==> src/cfdb_pkg.sv <==
`default_nettype none
package cfdb_pkg;

  localparam int unsigned ByteW   = 8;
  localparam int unsigned StatusW = 2;
  localparam int unsigned OutDataW = 56;

  typedef enum logic [7:0] {
    PH_IDLE    = 8'b0000_0001,
    PH_SEQ     = 8'b0000_0010,
    PH_CMD     = 8'b0000_0100,
    PH_STATE   = 8'b0000_1000,
    PH_LEN     = 8'b0001_0000,
    PH_PAYLOAD = 8'b0010_0000,
    PH_CHECK   = 8'b0100_0000,
    PH_SKIP    = 8'b1000_0000
  } phase_e;

  typedef enum logic [StatusW-1:0] {
    ST_OK       = 2'd0,
    ST_BADHEAD  = 2'd1,
    ST_MISMATCH = 2'd2,
    ST_TRUNC    = 2'd3
  } status_e;

  typedef enum logic {
    KIND_DATA    = 1'b0,
    KIND_SUMMARY = 1'b1
  } kind_e;

  typedef struct packed {
    kind_e              kind;
    logic [ByteW-1:0]   data_byte;
    logic [ByteW-1:0]   data_index;
    logic [ByteW-1:0]   seq_number;
    logic [ByteW-1:0]   command_code;
    logic [ByteW-1:0]   state_code;
    logic [ByteW-1:0]   payload_length;
    status_e            status;
  } result_t;

  typedef struct packed {
    logic [ByteW-1:0] byte_value;
    logic             start_of_packet;
  } in_item_t;

endpackage
`default_nettype wire

==> src/command_frame_deframer_bcc.sv <==
// Command frame deframer with an XOR block check.
// Received bytes enter on the s_axis channel, one item per byte; s_axis_tuser
// marks the first byte of a packet. A packet is header, sequence, command,
// state, length L, L payload bytes and a check byte. Each payload byte leaves
// on the m_axis channel as a data item (m_axis_tuser low); the check byte, a
// bad header or a start mark inside a packet gives a summary item
// (m_axis_tuser high) with the captured fields and a status code.
// The expected header byte is written over the cfg channel by the user, only
// while idle; the block does not enforce this. A result passes through the
// input register, where the item waits while the parser steps on it, and the
// result register, which loads the parser's result once it has room. One item
// is accepted in every cycle while the result register has room.
// When the receiver stalls, the result register holds its item and the input
// register fills, so s_axis_tready falls after one more item.
// Reset clears both registers, returns the parser to idle waiting for a start
// mark, and sets the header byte to zero.
`default_nettype none
module command_frame_deframer_bcc (
  input  wire logic        clk_i,
  input  wire logic        rst_ni,
  // Input item.
  input  wire logic        s_axis_tvalid,
  output logic             s_axis_tready,
  input  wire logic [7:0]  s_axis_tdata,  // [7:0] byte_value
  input  wire logic        s_axis_tuser,  // [0] start_of_packet
  // Result item.
  output logic             m_axis_tvalid,
  input  wire logic        m_axis_tready,
  // [7:0] data_byte, [15:8] data_index, [23:16] seq_number,
  // [31:24] command_code, [39:32] state_code, [47:40] payload_length,
  // [49:48] status, [55:50] zero
  output logic [cfdb_pkg::OutDataW-1:0] m_axis_tdata,
  output logic             m_axis_tuser,  // [0] kind
  // Header byte register write.
  input  wire logic        cfg_valid_i,
  output logic             cfg_ready_o,
  input  wire logic [7:0]  cfg_data_i
);
  import cfdb_pkg::*;

  logic [ByteW-1:0] header_byte_q;
  in_item_t         in_item;
  in_item_t         item;
  logic             item_valid;
  logic             room;
  logic             step;
  logic             res_valid;
  result_t          res;
  result_t          out_res;

  // The register is always writable; software writes it only while idle.
  assign cfg_ready_o = 1'b1;

  always_ff @(posedge clk_i or negedge rst_ni) begin
    if (!rst_ni) begin
      header_byte_q <= '0;
    end else if (cfg_valid_i) begin
      header_byte_q <= cfg_data_i;
    end
  end

  assign in_item.byte_value      = s_axis_tdata;
  assign in_item.start_of_packet = s_axis_tuser;

  // The held item is processed once the result register has room for
  // whatever it may produce.
  assign step = item_valid && room;

  cfdb_in_stage u_in_stage (
    .clk_i        (clk_i),
    .rst_ni       (rst_ni),
    .in_valid_i   (s_axis_tvalid),
    .in_ready_o   (s_axis_tready),
    .in_item_i    (in_item),
    .take_i       (step),
    .item_valid_o (item_valid),
    .item_o       (item)
  );

  cfdb_parser u_parser (
    .clk_i       (clk_i),
    .rst_ni      (rst_ni),
    .step_i      (step),
    .item_i      (item),
    .header_i    (header_byte_q),
    .res_valid_o (res_valid),
    .res_o       (res)
  );

  cfdb_out_stage u_out_stage (
    .clk_i       (clk_i),
    .rst_ni      (rst_ni),
    .load_i      (res_valid),
    .res_i       (res),
    .room_o      (room),
    .out_valid_o (m_axis_tvalid),
    .out_ready_i (m_axis_tready),
    .res_o       (out_res)
  );

  assign m_axis_tdata = {6'b0, out_res.status, out_res.payload_length, out_res.state_code,
                         out_res.command_code, out_res.seq_number, out_res.data_index,
                         out_res.data_byte};
  assign m_axis_tuser = out_res.kind;

endmodule
`default_nettype wire

==> src/cfdb_in_stage.sv <==
`default_nettype none
module cfdb_in_stage (
  input  wire logic              clk_i,
  input  wire logic              rst_ni,
  input  wire logic              in_valid_i,
  output logic                   in_ready_o,
  input  wire cfdb_pkg::in_item_t in_item_i,
  input  wire logic              take_i,
  output logic                   item_valid_o,
  output cfdb_pkg::in_item_t     item_o
);
  import cfdb_pkg::*;

  logic     valid_q, valid_d;
  in_item_t item_q;

  // The stage takes a new item when empty or when its current item moves on.
  assign in_ready_o = !valid_q || take_i;

  always_comb begin
    valid_d = valid_q;
    if (in_ready_o) begin
      valid_d = in_valid_i;
    end
  end

  always_ff @(posedge clk_i or negedge rst_ni) begin
    if (!rst_ni) begin
      valid_q <= 1'b0;
    end else begin
      valid_q <= valid_d;
    end
  end

  always_ff @(posedge clk_i) begin
    if (in_ready_o && in_valid_i) begin
      item_q <= in_item_i;
    end
  end

  assign item_valid_o = valid_q;
  assign item_o       = item_q;

endmodule
`default_nettype wire

==> src/cfdb_parser.sv <==
`default_nettype none
module cfdb_parser (
  input  wire logic                      clk_i,
  input  wire logic                      rst_ni,
  input  wire logic                      step_i,
  input  wire cfdb_pkg::in_item_t        item_i,
  input  wire logic [cfdb_pkg::ByteW-1:0] header_i,
  output logic                           res_valid_o,
  output cfdb_pkg::result_t              res_o
);
  import cfdb_pkg::*;

  phase_e           phase_q, phase_d;
  logic [ByteW-1:0] count_q, count_d;
  logic [ByteW-1:0] len_q, len_d;
  logic [ByteW-1:0] chk_q, chk_d;
  logic [ByteW-1:0] seq_q, seq_d;
  logic [ByteW-1:0] cmd_q, cmd_d;
  logic [ByteW-1:0] st_q, st_d;
  logic [ByteW-1:0] count_inc;
  logic [ByteW-1:0] b;
  logic             in_packet;

  assign b         = item_i.byte_value;
  assign count_inc = count_q + 8'd1;
  assign in_packet = (phase_q != PH_IDLE) && (phase_q != PH_SKIP);

  always_comb begin
    phase_d = phase_q;
    count_d = count_q;
    len_d   = len_q;
    chk_d   = chk_q;
    seq_d   = seq_q;
    cmd_d   = cmd_q;
    st_d    = st_q;

    res_valid_o          = 1'b0;
    res_o.kind           = KIND_SUMMARY;
    res_o.data_byte      = '0;
    res_o.data_index     = '0;
    res_o.seq_number     = seq_q;
    res_o.command_code   = cmd_q;
    res_o.state_code     = st_q;
    res_o.payload_length = len_q;
    res_o.status         = ST_OK;

    if (step_i) begin
      if (item_i.start_of_packet) begin
        // A start mark inside a packet closes it as truncated; that result
        // takes the slot, so a bad header of the new packet goes unreported.
        if (in_packet) begin
          res_valid_o  = 1'b1;
          res_o.status = ST_TRUNC;
        end else if (b != header_i) begin
          res_valid_o          = 1'b1;
          res_o.status         = ST_BADHEAD;
          res_o.seq_number     = '0;
          res_o.command_code   = '0;
          res_o.state_code     = '0;
          res_o.payload_length = '0;
        end
        count_d = '0;
        len_d   = '0;
        chk_d   = '0;
        seq_d   = '0;
        cmd_d   = '0;
        st_d    = '0;
        phase_d = (b == header_i) ? PH_SEQ : PH_SKIP;
      end else begin
        unique case (phase_q) inside
          PH_SEQ: begin
            seq_d   = b;
            phase_d = PH_CMD;
          end
          PH_CMD: begin
            cmd_d   = b;
            phase_d = PH_STATE;
          end
          PH_STATE: begin
            st_d    = b;
            phase_d = PH_LEN;
          end
          PH_LEN: begin
            len_d   = b;
            count_d = '0;
            phase_d = (b == '0) ? PH_CHECK : PH_PAYLOAD;
          end
          PH_PAYLOAD: begin
            res_valid_o      = 1'b1;
            res_o.kind       = KIND_DATA;
            res_o.data_byte  = b;
            res_o.data_index = count_q;
            chk_d            = chk_q ^ b;
            count_d          = count_inc;
            if (count_inc >= len_q) begin
              phase_d = PH_CHECK;
            end
          end
          PH_CHECK: begin
            res_valid_o  = 1'b1;
            res_o.status = (b == chk_q) ? ST_OK : ST_MISMATCH;
            phase_d      = PH_IDLE;
          end
          PH_IDLE, PH_SKIP: begin
            phase_d = phase_q;
          end
          default: begin
            phase_d = PH_IDLE;
          end
        endcase
      end
    end
  end

  always_ff @(posedge clk_i or negedge rst_ni) begin
    if (!rst_ni) begin
      phase_q <= PH_IDLE;
      count_q <= '0;
      len_q   <= '0;
      chk_q   <= '0;
      seq_q   <= '0;
      cmd_q   <= '0;
      st_q    <= '0;
    end else begin
      phase_q <= phase_d;
      count_q <= count_d;
      len_q   <= len_d;
      chk_q   <= chk_d;
      seq_q   <= seq_d;
      cmd_q   <= cmd_d;
      st_q    <= st_d;
    end
  end

endmodule
`default_nettype wire

==> src/cfdb_out_stage.sv <==
`default_nettype none
module cfdb_out_stage (
  input  wire logic              clk_i,
  input  wire logic              rst_ni,
  input  wire logic              load_i,
  input  wire cfdb_pkg::result_t res_i,
  output logic                   room_o,
  output logic                   out_valid_o,
  input  wire logic              out_ready_i,
  output cfdb_pkg::result_t      res_o
);
  import cfdb_pkg::*;

  logic    valid_q, valid_d;
  result_t res_q;

  // Room for a new result when empty or when the held one leaves this cycle.
  assign room_o = !valid_q || out_ready_i;

  always_comb begin
    valid_d = valid_q;
    if (room_o) begin
      valid_d = load_i;
    end
  end

  always_ff @(posedge clk_i or negedge rst_ni) begin
    if (!rst_ni) begin
      valid_q <= 1'b0;
    end else begin
      valid_q <= valid_d;
    end
  end

  always_ff @(posedge clk_i) begin
    if (room_o && load_i) begin
      res_q <= res_i;
    end
  end

  assign out_valid_o = valid_q;
  assign res_o       = res_q;

endmodule
`default_nettype wire

==> config.mk <==
export PLATFORM = sky130hd
export DESIGN_NAME = command_frame_deframer_bcc
export DESIGN_NICKNAME = d
export VERILOG_FILES = /design/src/cfdb_pkg.sv /design/src/command_frame_deframer_bcc.sv /design/src/cfdb_in_stage.sv /design/src/cfdb_parser.sv /design/src/cfdb_out_stage.sv
export SDC_FILE = /design/constraint.sdc
export NUM_CORES = 1
export LEC_CHECK = 0
export BUFFER_PORTS_ARGS = -buffer_cell sky130_fd_sc_hd__buf_4
export CORE_MARGIN = 1.5
export CORE_UTILIZATION = 55
export DETAILED_ROUTE_END_ITERATION = 6
export GPL_TIMING_DRIVEN = 1
export PLACE_DENSITY_LB_ADDON = 0.2
export SETUP_SLACK_MARGIN = 0.05
export SYNTH_ARGS = -nofsm -noshare
export SYNTH_HDL_FRONTEND = slang
export SYNTH_SLANG_ARGS = --single-unit
==> constraint.sdc <==
create_clock -name clk_i -period 5 [get_ports clk_i]
set_clock_uncertainty 0.1 [all_clocks]
set_input_delay 1 -clock clk_i [delete_from_list [all_inputs] [get_ports clk_i]]
set_output_delay 1 -clock clk_i [all_outputs]
set_load 0.1 [all_outputs]
==> results of run 1 <==
-- power groups by stage --
stage	Combinational (µW)	Clock (µW)	Sequential, µW
after floorplan	215	0	1370
after CTS	477	1110	1200
after global routing	504	1160	1210
after detailed placement	475	0	1220
final	476	1100	1200
after global placement	469	0	1220
-- area by class of cell --
class / count / area, µm² / share of cell area
well taps: 136 / 170.2 / 0.02458
clock buffers: 20 / 445.4 / 0.06433
inverters: 22 / 82.58 / 0.01193
multi-input cells: 318 / 2078 / 0.3001
flip-flops and latches: 126 / 3455 / 0.4989
clock inverters: 12 / 95.09 / 0.01373
repair buffers: 78 / 598.1 / 0.08638
-- sequential cells by signal, indices dropped and copies added (netlist names), 8 cells and up --
name               count
u_out_stage.res_o     51
u_parser.phase_q       8
u_parser.len_q         8
u_parser.cmd_q         8
u_in_stage.item_o      9
header_byte_q          8
u_parser.seq_q         8
u_parser.count_q       8
u_parser.chk_q         8
u_parser.st_q          8
-- per-stage QoR --
| stage | setup slack, ns | power (µW) | utilization | cells | cell area [µm²] |
|---|---|---|---|---|---|
| 2_1_floorplan | 1.151 | 1588 | - | 501 | 5779 |
| 3_3_place_gp | 1.633 | 1688 | 0.6239 | 680 | 6384 |
| 3_5_place_dp | 1.550 | 1697 | 0.6239 | 680 | 6384 |
| 4_1_cts | 1.649 | 2795 | 0.6768 | 712 | 6924 |
| 5_1_grt | 1.443 | 2877 | 0.6768 | 712 | 6924 |
| 6_report | 1.679 | 2780 | 0.6768 | 712 | 6924 |
-- worst min-delay path by stage --
stage | slack [ns] | cells past startpoint | to
after global placement | 0.39 | 2 | u_parser.seq_q[6]$_DFFE_PN0P_
after floorplan | 0.36 | 2 | u_parser.st_q[0]$_DFFE_PN0P_
final | 0.40 | 1 | u_parser.chk_q[3]$_DFFE_PN0P_
after CTS | 0.40 | 1 | u_parser.chk_q[3]$_DFFE_PN0P_
after detailed placement | 0.39 | 1 | u_parser.chk_q[3]$_DFFE_PN0P_
after global routing | 0.42 | 2 | u_parser.len_q[7]$_DFFE_PN0P_
-- Yosys cell counts (4+ instances only) --
| cell | number | area (µm²) |
|---|---|---|
| a22oi_1 | 16 | 120.1 |
| a22o_1 | 7 | 61.31 |
| xor2_1 | 13 | 113.9 |
| ha_1 | 9 | 112.6 |
| buf_4 | 7 | 52.55 |
| xnor2_1 | 11 | 96.34 |
| a21o_1 | 4 | 30.03 |
| nor2_1 | 12 | 45.04 |
| inv_1 | 20 | 75.07 |
| o21ai_0 | 54 | 270.3 |
| clkbuf_1 | 24 | 90.09 |
| mux2_2 | 8 | 90.09 |
| edfxtp_1 | 60 | 1802 |
| dfrtp_1 | 65 | 1627 |
| and2_1 | 34 | 212.7 |
| nand2_1 | 52 | 195.2 |
| mux2i_1 | 14 | 140.1 |
| nor3_1 | 12 | 60.06 |
| nand3_1 | 11 | 55.05 |
| a21oi_1 | 10 | 50.05 |
| o41ai_1 | 4 | 35.03 |
| nor2b_1 | 4 | 25.02 |
-- routing by layer --
metal	vias up	GRT usage	share of wire
met2	135	0.3758	0.51
met5	-	0	0
li1	1886	-	-
met4	0	0.08121	0.015
met1	2013	0.3064	0.43
met3	14	0.04947	0.047
-- worst register-to-register path, cell delays in order (launching register included) --
cell and delay (ns):
dfrtp_1 0.46, nor4_4 0.43, nand3_1 0.50, a21o_1 0.44
a32oi_4 0.77, buf_12 0.29
-- layout by cell type, fill, tap and decap left out, types with 2 or more instances in the layout --
master,instances
nand4_1,3
or4_1,3
buf_4,77
a21o_1,4
o31ai_1,2
nor4_1,3
clkbuf_16,16
conb_1,7
mux2i_1,14
and3_1,2
a22oi_1,16
clkinv_4,2
dfrtp_1,65
nand3_1,11
nand2_1,52
clkinvlp_4,2
and2_1,34
a21oi_1,10
edfxtp_1,60
nor3_1,12
o211ai_1,2
o21ai_0,54
ha_1,9
nand2b_1,3
nand4b_1,2
xnor2_1,11
clkinv_1,3
clkbuf_8,3
nor2_1,12
xor2_1,13
nor2b_1,4
mux2_2,8
nor4_4,2
clkinv_2,5
o41ai_1,4
inv_1,20
a22o_1,7
-- cells by family after synthesis --
| kind of cell | Yosys count | share of synthesized area |
|---|---|---|
| AND/OR/NAND/NOR | 149 | 0.1420 |
| adder cells (fa/ha/maj) | 9 | 0.01957 |
| XOR/XNOR | 24 | 0.03654 |
| multiplexers | 22 | 0.04002 |
| AO/OA/AOI/OAI | 107 | 0.1153 |
| other | 2 | 0.001305 |
| buffers and inverters | 57 | 0.04480 |
| flip-flops | 126 | 0.6005 |
==> results.json, run 1 <==
{
  "die_h_um": 105.3,
  "reg2reg_slack_ns": 1.68,
  "p_switching_uw": 838.2,
  "crit_type": "register to register",
  "die_area_mm2": 0.01108,
  "internal-power_uw": 1942,
  "routed_via_density": 5.685,
  "ant_nets": 0,
  "critPathCapture": "u_out_stage.res_o[29]$_DFFE_PP_",
  "p_sw_frac": 0.3015,
  "area_delta_synth_final_pct": 20.36,
  "tightest_slew_ns": 1.297,
  "powerDensity_mw_per_mm2": 401.5,
  "p_seq_frac": 0.433,
  "start_util": 0.5623,
  "die_x_um": 105.3,
  "worstHoldStart": "u_parser.chk_q[3]$_DFFE_PN0P_",
  "cts_sinks": 126,
  "finalSetupViolCount": 0,
  "clock_power_share": 0.396,
  "cp.depth": 5,
  "syn_area_mm2": 0.005753,
  "wl_um": 11990,
  "grt_pass1_vias": 3900,
  "ctsHoldBuffers": 0,
  "reg2reg_depth": 5,
  "synth-edff-count": 60,
  "crit_buf_inv": 1,
  "crit_path_max_fanout": 30,
  "post_cts_buffers": 0,
  "r2r-end": "u_out_stage.res_o[29]$_DFFE_PP_",
  "antenna_found_initial": 0,
  "setup_tns_ns": 0,
  "rsz0062_at_grt": "no",
  "r2r_start": "u_parser.phase_q[1]$_DFFE_PN0P_",
  "slowest_stage": "a32oi_4",
  "grt_pass1_wl_um": 19690,
  "p_comb_frac": 0.171,
  "hpwlAfterDp_um": 7603,
  "grt_max_degree": 67,
  "timing.hold.ws_ns": 0.4042,
  "diodes": 0,
  "cts_root_buf": "clkbuf_8",
  "cpLargestDelayFamily": "compound AO/OA/AOI/OAI gates",
  "hp-class": "register to register",
  "drive_gt1_frac": 0.2188,
  "crit_chain": "nor4_4, nand3_1, a21o_1, a32oi_4, buf_12",
  "netlist_instances": 496,
  "nNetsFinal": 594,
  "peakVddDrop_mv": 0.2596,
  "place_congestion": 0.9207,
  "clock_latency_ns": 0.51,
  "power.leakage_uw": 0.002958,
  "yosysSeqAreaShare": 0.6005,
  "cts_buffers": 17,
  "cts_max_level": 4,
  "first_pass_iters": 5,
  "end_kind": "register",
  "via_count": 4048,
  "drv_cap": 0,
  "pin_count": 82,
  "cts_buffer_depth": 2,
  "ys.warnings.count": 0,
  "ys_ff_latch": 126,
  "grt_util_all_layers": 0.2302,
  "grt-ovfl-total": 0,
  "rows": 37,
  "synth-main-ff-cell": "dfrtp_1",
  "cp_slowest_stage_delay_ns": 0.77,
  "drc": 0,
  "drv_slew": 0,
  "worstSetupStartpoint": "u_parser.phase_q[1]$_DFFE_PN0P_",
  "worstPathArrival_ns": 3.42,
  "synthDistinctLibCells": 50,
  "slew_headroom": 0.1324,
  "drt-initial-drc-count": 277,
  "syn_avg_cell_area_um2": 11.60,
  "cp-start-kind": "register",
  "synthArstFlopShare": 0.5238,
  "fmax_mhz": 301.1,
  "cts_tree": "built",
  "fillCellCount": 769,
  "cts_repair_resize_count": 0,
  "status": "completed",
  "timing.final.crit_share": 0.6643,
  "cp.required_ns": 5.10,
  "clk_pin_slew_ns": 0.06,
  "port_buffers": 74,
  "placeableCoreArea_mm2": 0.01023,
  "wl_per_cell_um": 16.84,
  "finalHoldViolCount": 0,
  "period_needed_ns": 3.321
}
(Power assumes the default switching activity.)
==> run 2: changes to the inputs <==
- ABC_AREA: default -> 1
- clock period: 5 -> 3.42 ns (I/O delays scaled with it)
==> run 2 against run 1 <==
Compared with the run above:
- first-iteration DRC count fell by 18%
- design area rose by 3.3%
- clock power rose by 70%
- largest cell class unchanged
- critical endpoint is now u_out_stage.res_o[48]$_SDFFCE_PP0P_
- flip-flop and latch count did not move
- critical path depth rose by 5
- combinational power rose by 120%
==> results.json, run 2 <==
{
  "setup_tns_ns": 0,
  "rsz0062_at_grt": "no",
  "hp-class": "input pin to async pin",
  "drv_slew": 0,
  "wl_per_cell_um": 14.47,
  "crit_type": "register to register",
  "period_needed_ns": 2.393,
  "die_h_um": 106.8,
  "finalHoldViolCount": 0,
  "syn_area_mm2": 0.005929,
  "p_seq_frac": 0.388,
  "drv_cap": 0,
  "grt_util_all_layers": 0.2183,
  "yosysTopAreaCell": "edfxtp_1",
  "ant_nets": 0,
  "cts_max_level": 4,
  "routed_via_density": 5.038,
  "cts_buffers": 17,
  "ys_ff_latch": 126,
  "layout_commonest_cell": "nand2_1",
  "r2r_start": "u_parser.phase_q[2]$_DFFE_PN0P_",
  "first_pass_iters": 5,
  "largest_reg_flops": 51,
  "cts_tree": "built",
  "cts_sinks": 126,
  "antenna_found_initial": 0,
  "cpLargestDelayFamily": "buffers and inverters",
  "cp.required_ns": 3.54,
  "cts_root_buf": "clkbuf_8",
  "ctsHoldBuffers": 0,
  "die_x_um": 106.8,
  "yosysSeqAreaShare": 0.5826,
  "nNetsFinal": 695,
  "worstPathArrival_ns": 2.51,
  "p_switching_uw": 1581,
  "start_util": 0.5718,
  "placeableCoreArea_mm2": 0.01037,
  "area_delta_synth_final_pct": 20.62,
  "tightest_slew_ns": 0.8426,
  "netlist_instances": 583,
  "port_buffers": 74,
  "via_count": 4096,
  "wl_um": 11770,
  "synth_top_area_frac": 0.3039,
  "end_kind": "register",
  "grt_pass1_vias": 3862,
  "clock_latency_ns": 0.52,
  "die_area_mm2": 0.01141,
  "slowest_stage": "dfrtp_1",
  "internal-power_uw": 3238,
  "synthArstFlopShare": 0.5238,
  "peakVddDrop_mv": 0.3903,
  "drc": 0,
  "reg2reg_slack_ns": 1.03,
  "status": "completed",
  "grt_pass1_wl_um": 18910,
  "grt-ovfl-total": 0,
  "synth-edff-count": 60,
  "grt_max_degree": 67,
  "synthDistinctLibCells": 36,
  "fmax_mhz": 418.0,
  "cp_slowest_stage_delay_ns": 0.41,
  "cp-start-kind": "register",
  "p_comb_frac": 0.223,
  "clock_power_share": 0.389,
  "crit_path_max_fanout": 32,
  "synth.area.top_cells": "edfxtp_1 (30%), dfrtp_1 (27%), nand2_1 (11%)",
  "crit_chain": "inv_2, nand2_4, nor2_8, nand2_2, nand2_1, nand2_4, o21ai_1, o21ai_1, inv_2, buf_12",
  "place_congestion": 0.9094,
  "finalPower_uw": 4819,
  "drt-initial-drc-count": 228,
  "yosysMostFrequentCell": "nand2_1",
  "final_cell_mix": "nand2_1 (167), inv_1 (75), buf_4 (74), dfrtp_1 (65), edfxtp_1 (60)",
  "synth_common_cells": "nand2_1 (167), inv_1 (76), dfrtp_1 (65)",
  "hpwlAfterDp_um": 7898,
  "synth-main-ff-cell": "dfrtp_1",
  "diodes": 0,
  "pin_count": 82,
  "cts_repair_resize_count": 0,
  "rows": 37,
  "timing.final.crit_share": 0.6996,
  "syn_avg_cell_area_um2": 10.17,
  "ys.warnings.count": 0,
  "slew_headroom": 0.4382,
  "powerDensity_mw_per_mm2": 673.8,
  "clk_pin_slew_ns": 0.06,
  "crit_buf_inv": 3,
  "power.leakage_uw": 0.003449,
  "drive_gt1_frac": 0.2836,
  "cts_buffer_depth": 2,
  "post_cts_buffers": 0,
  "reg2reg_depth": 10,
  "finalSetupViolCount": 0,
  "r2r-end": "u_out_stage.res_o[48]$_SDFFCE_PP0P_",
  "p_sw_frac": 0.3281
}
run 2: cell types whose count changed after synthesis, sizes merged, moves of 16 or more:
cell,previous run,this run
a22oi,16,0
and2,34,2
clkbuf,24,1
inv,21,90
nand2,52,187
nor2,13,42
run 2: how the worst max path moves through the flow:
stage	end	cells after the start	start	slack (ns)
2_1_floorplan	u_out_stage.res_o[0]$_SDFFCE_PN0P_	7	u_out_stage.out_valid_o$_DFFE_PN0P_	0.37
3_3_place_gp	u_out_stage.res_o[32]$_DFFE_PP_	10	m_axis_tready	0.89
3_5_place_dp	u_out_stage.res_o[42]$_SDFFCE_PP0P_	10	m_axis_tready	0.83
4_1_cts	u_out_stage.res_o[42]$_SDFFCE_PP0P_	10	u_parser.phase_q[3]$_DFFE_PN0P_	1.04
5_1_grt	u_out_stage.res_o[48]$_SDFFCE_PP0P_	10	u_parser.phase_q[1]$_DFFE_PN0P_	0.84
6_report	u_out_stage.res_o[48]$_SDFFCE_PP0P_	10	u_parser.phase_q[2]$_DFFE_PN0P_	1.03
run 2: area by class of cell:
cell class | instances | area, µm²
repair buffers | 75 | 575.6
clock buffers | 19 | 431.7
flip-flops and latches | 126 | 3455
fillers | 787 | 3218
clock inverters | 13 | 186.4
well taps | 136 | 170.2
multi-input cells | 354 | 1991
inverters | 90 | 342.8
run 2: cells by family (layout without fill, tap and decap cells):
family	Yosys count	after routing	share of synthesized area
XOR/XNOR	13	13	0.01920
buffers and inverters	108	197	0.08483
other	2	7	0.001267
AO/OA/AOI/OAI	63	63	0.07786
flip-flops	126	126	0.5826
adder cells (fa/ha/maj)	9	9	0.01899
AND/OR/NAND/NOR	262	262	0.2152
run 2: worst register-to-register path, stage by stage (launching register included):
cell	delay [ns]
dfrtp_1	0.41
inv_2	0.10
nand2_4	0.08
nor2_8	0.18
nand2_2	0.10
nand2_1	0.15
nand2_4	0.11
o21ai_1	0.09
o21ai_1	0.10
inv_2	0.39
buf_12	0.27
run 2: power groups by stage:
stage | logic [µW] | clock network (µW) | registers, µW
finish | 1070 | 1870 | 1870
global route | 1160 | 1960 | 1890
CTS | 1080 | 1890 | 1870
detailed placement | 1070 | 0 | 1900
global placement | 1050 | 0 | 1890
floorplan | 516 | 0 | 2250
run 2: stage by stage:
stage / cells / area, µm² / hold WS (ns) / util / worst slack (ns)
final: 813 / 7152 / 0.1512 / 0.6897 / 1.027
after global routing: 813 / 7152 / 0.2148 / 0.6897 / 0.8428
after CTS: 813 / 7152 / 0.1799 / 0.6897 / 1.035
after detailed placement: 781 / 6534 / 0.3692 / 0.6301 / 0.8306
after global placement: 781 / 6534 / 0.3657 / 0.6301 / 0.8887
after floorplan: 588 / 5948 / 0.2884 / - / 0.3711
run 2: routing by layer:
metal  up-vias  global-route usage  part of all wire
li1       2008                   -                 -
met1      1913              0.2879              0.44
met2       152              0.3617              0.49
met3        23             0.05593             0.059
met4         0             0.05714             0.015
met5         -                   0                 0
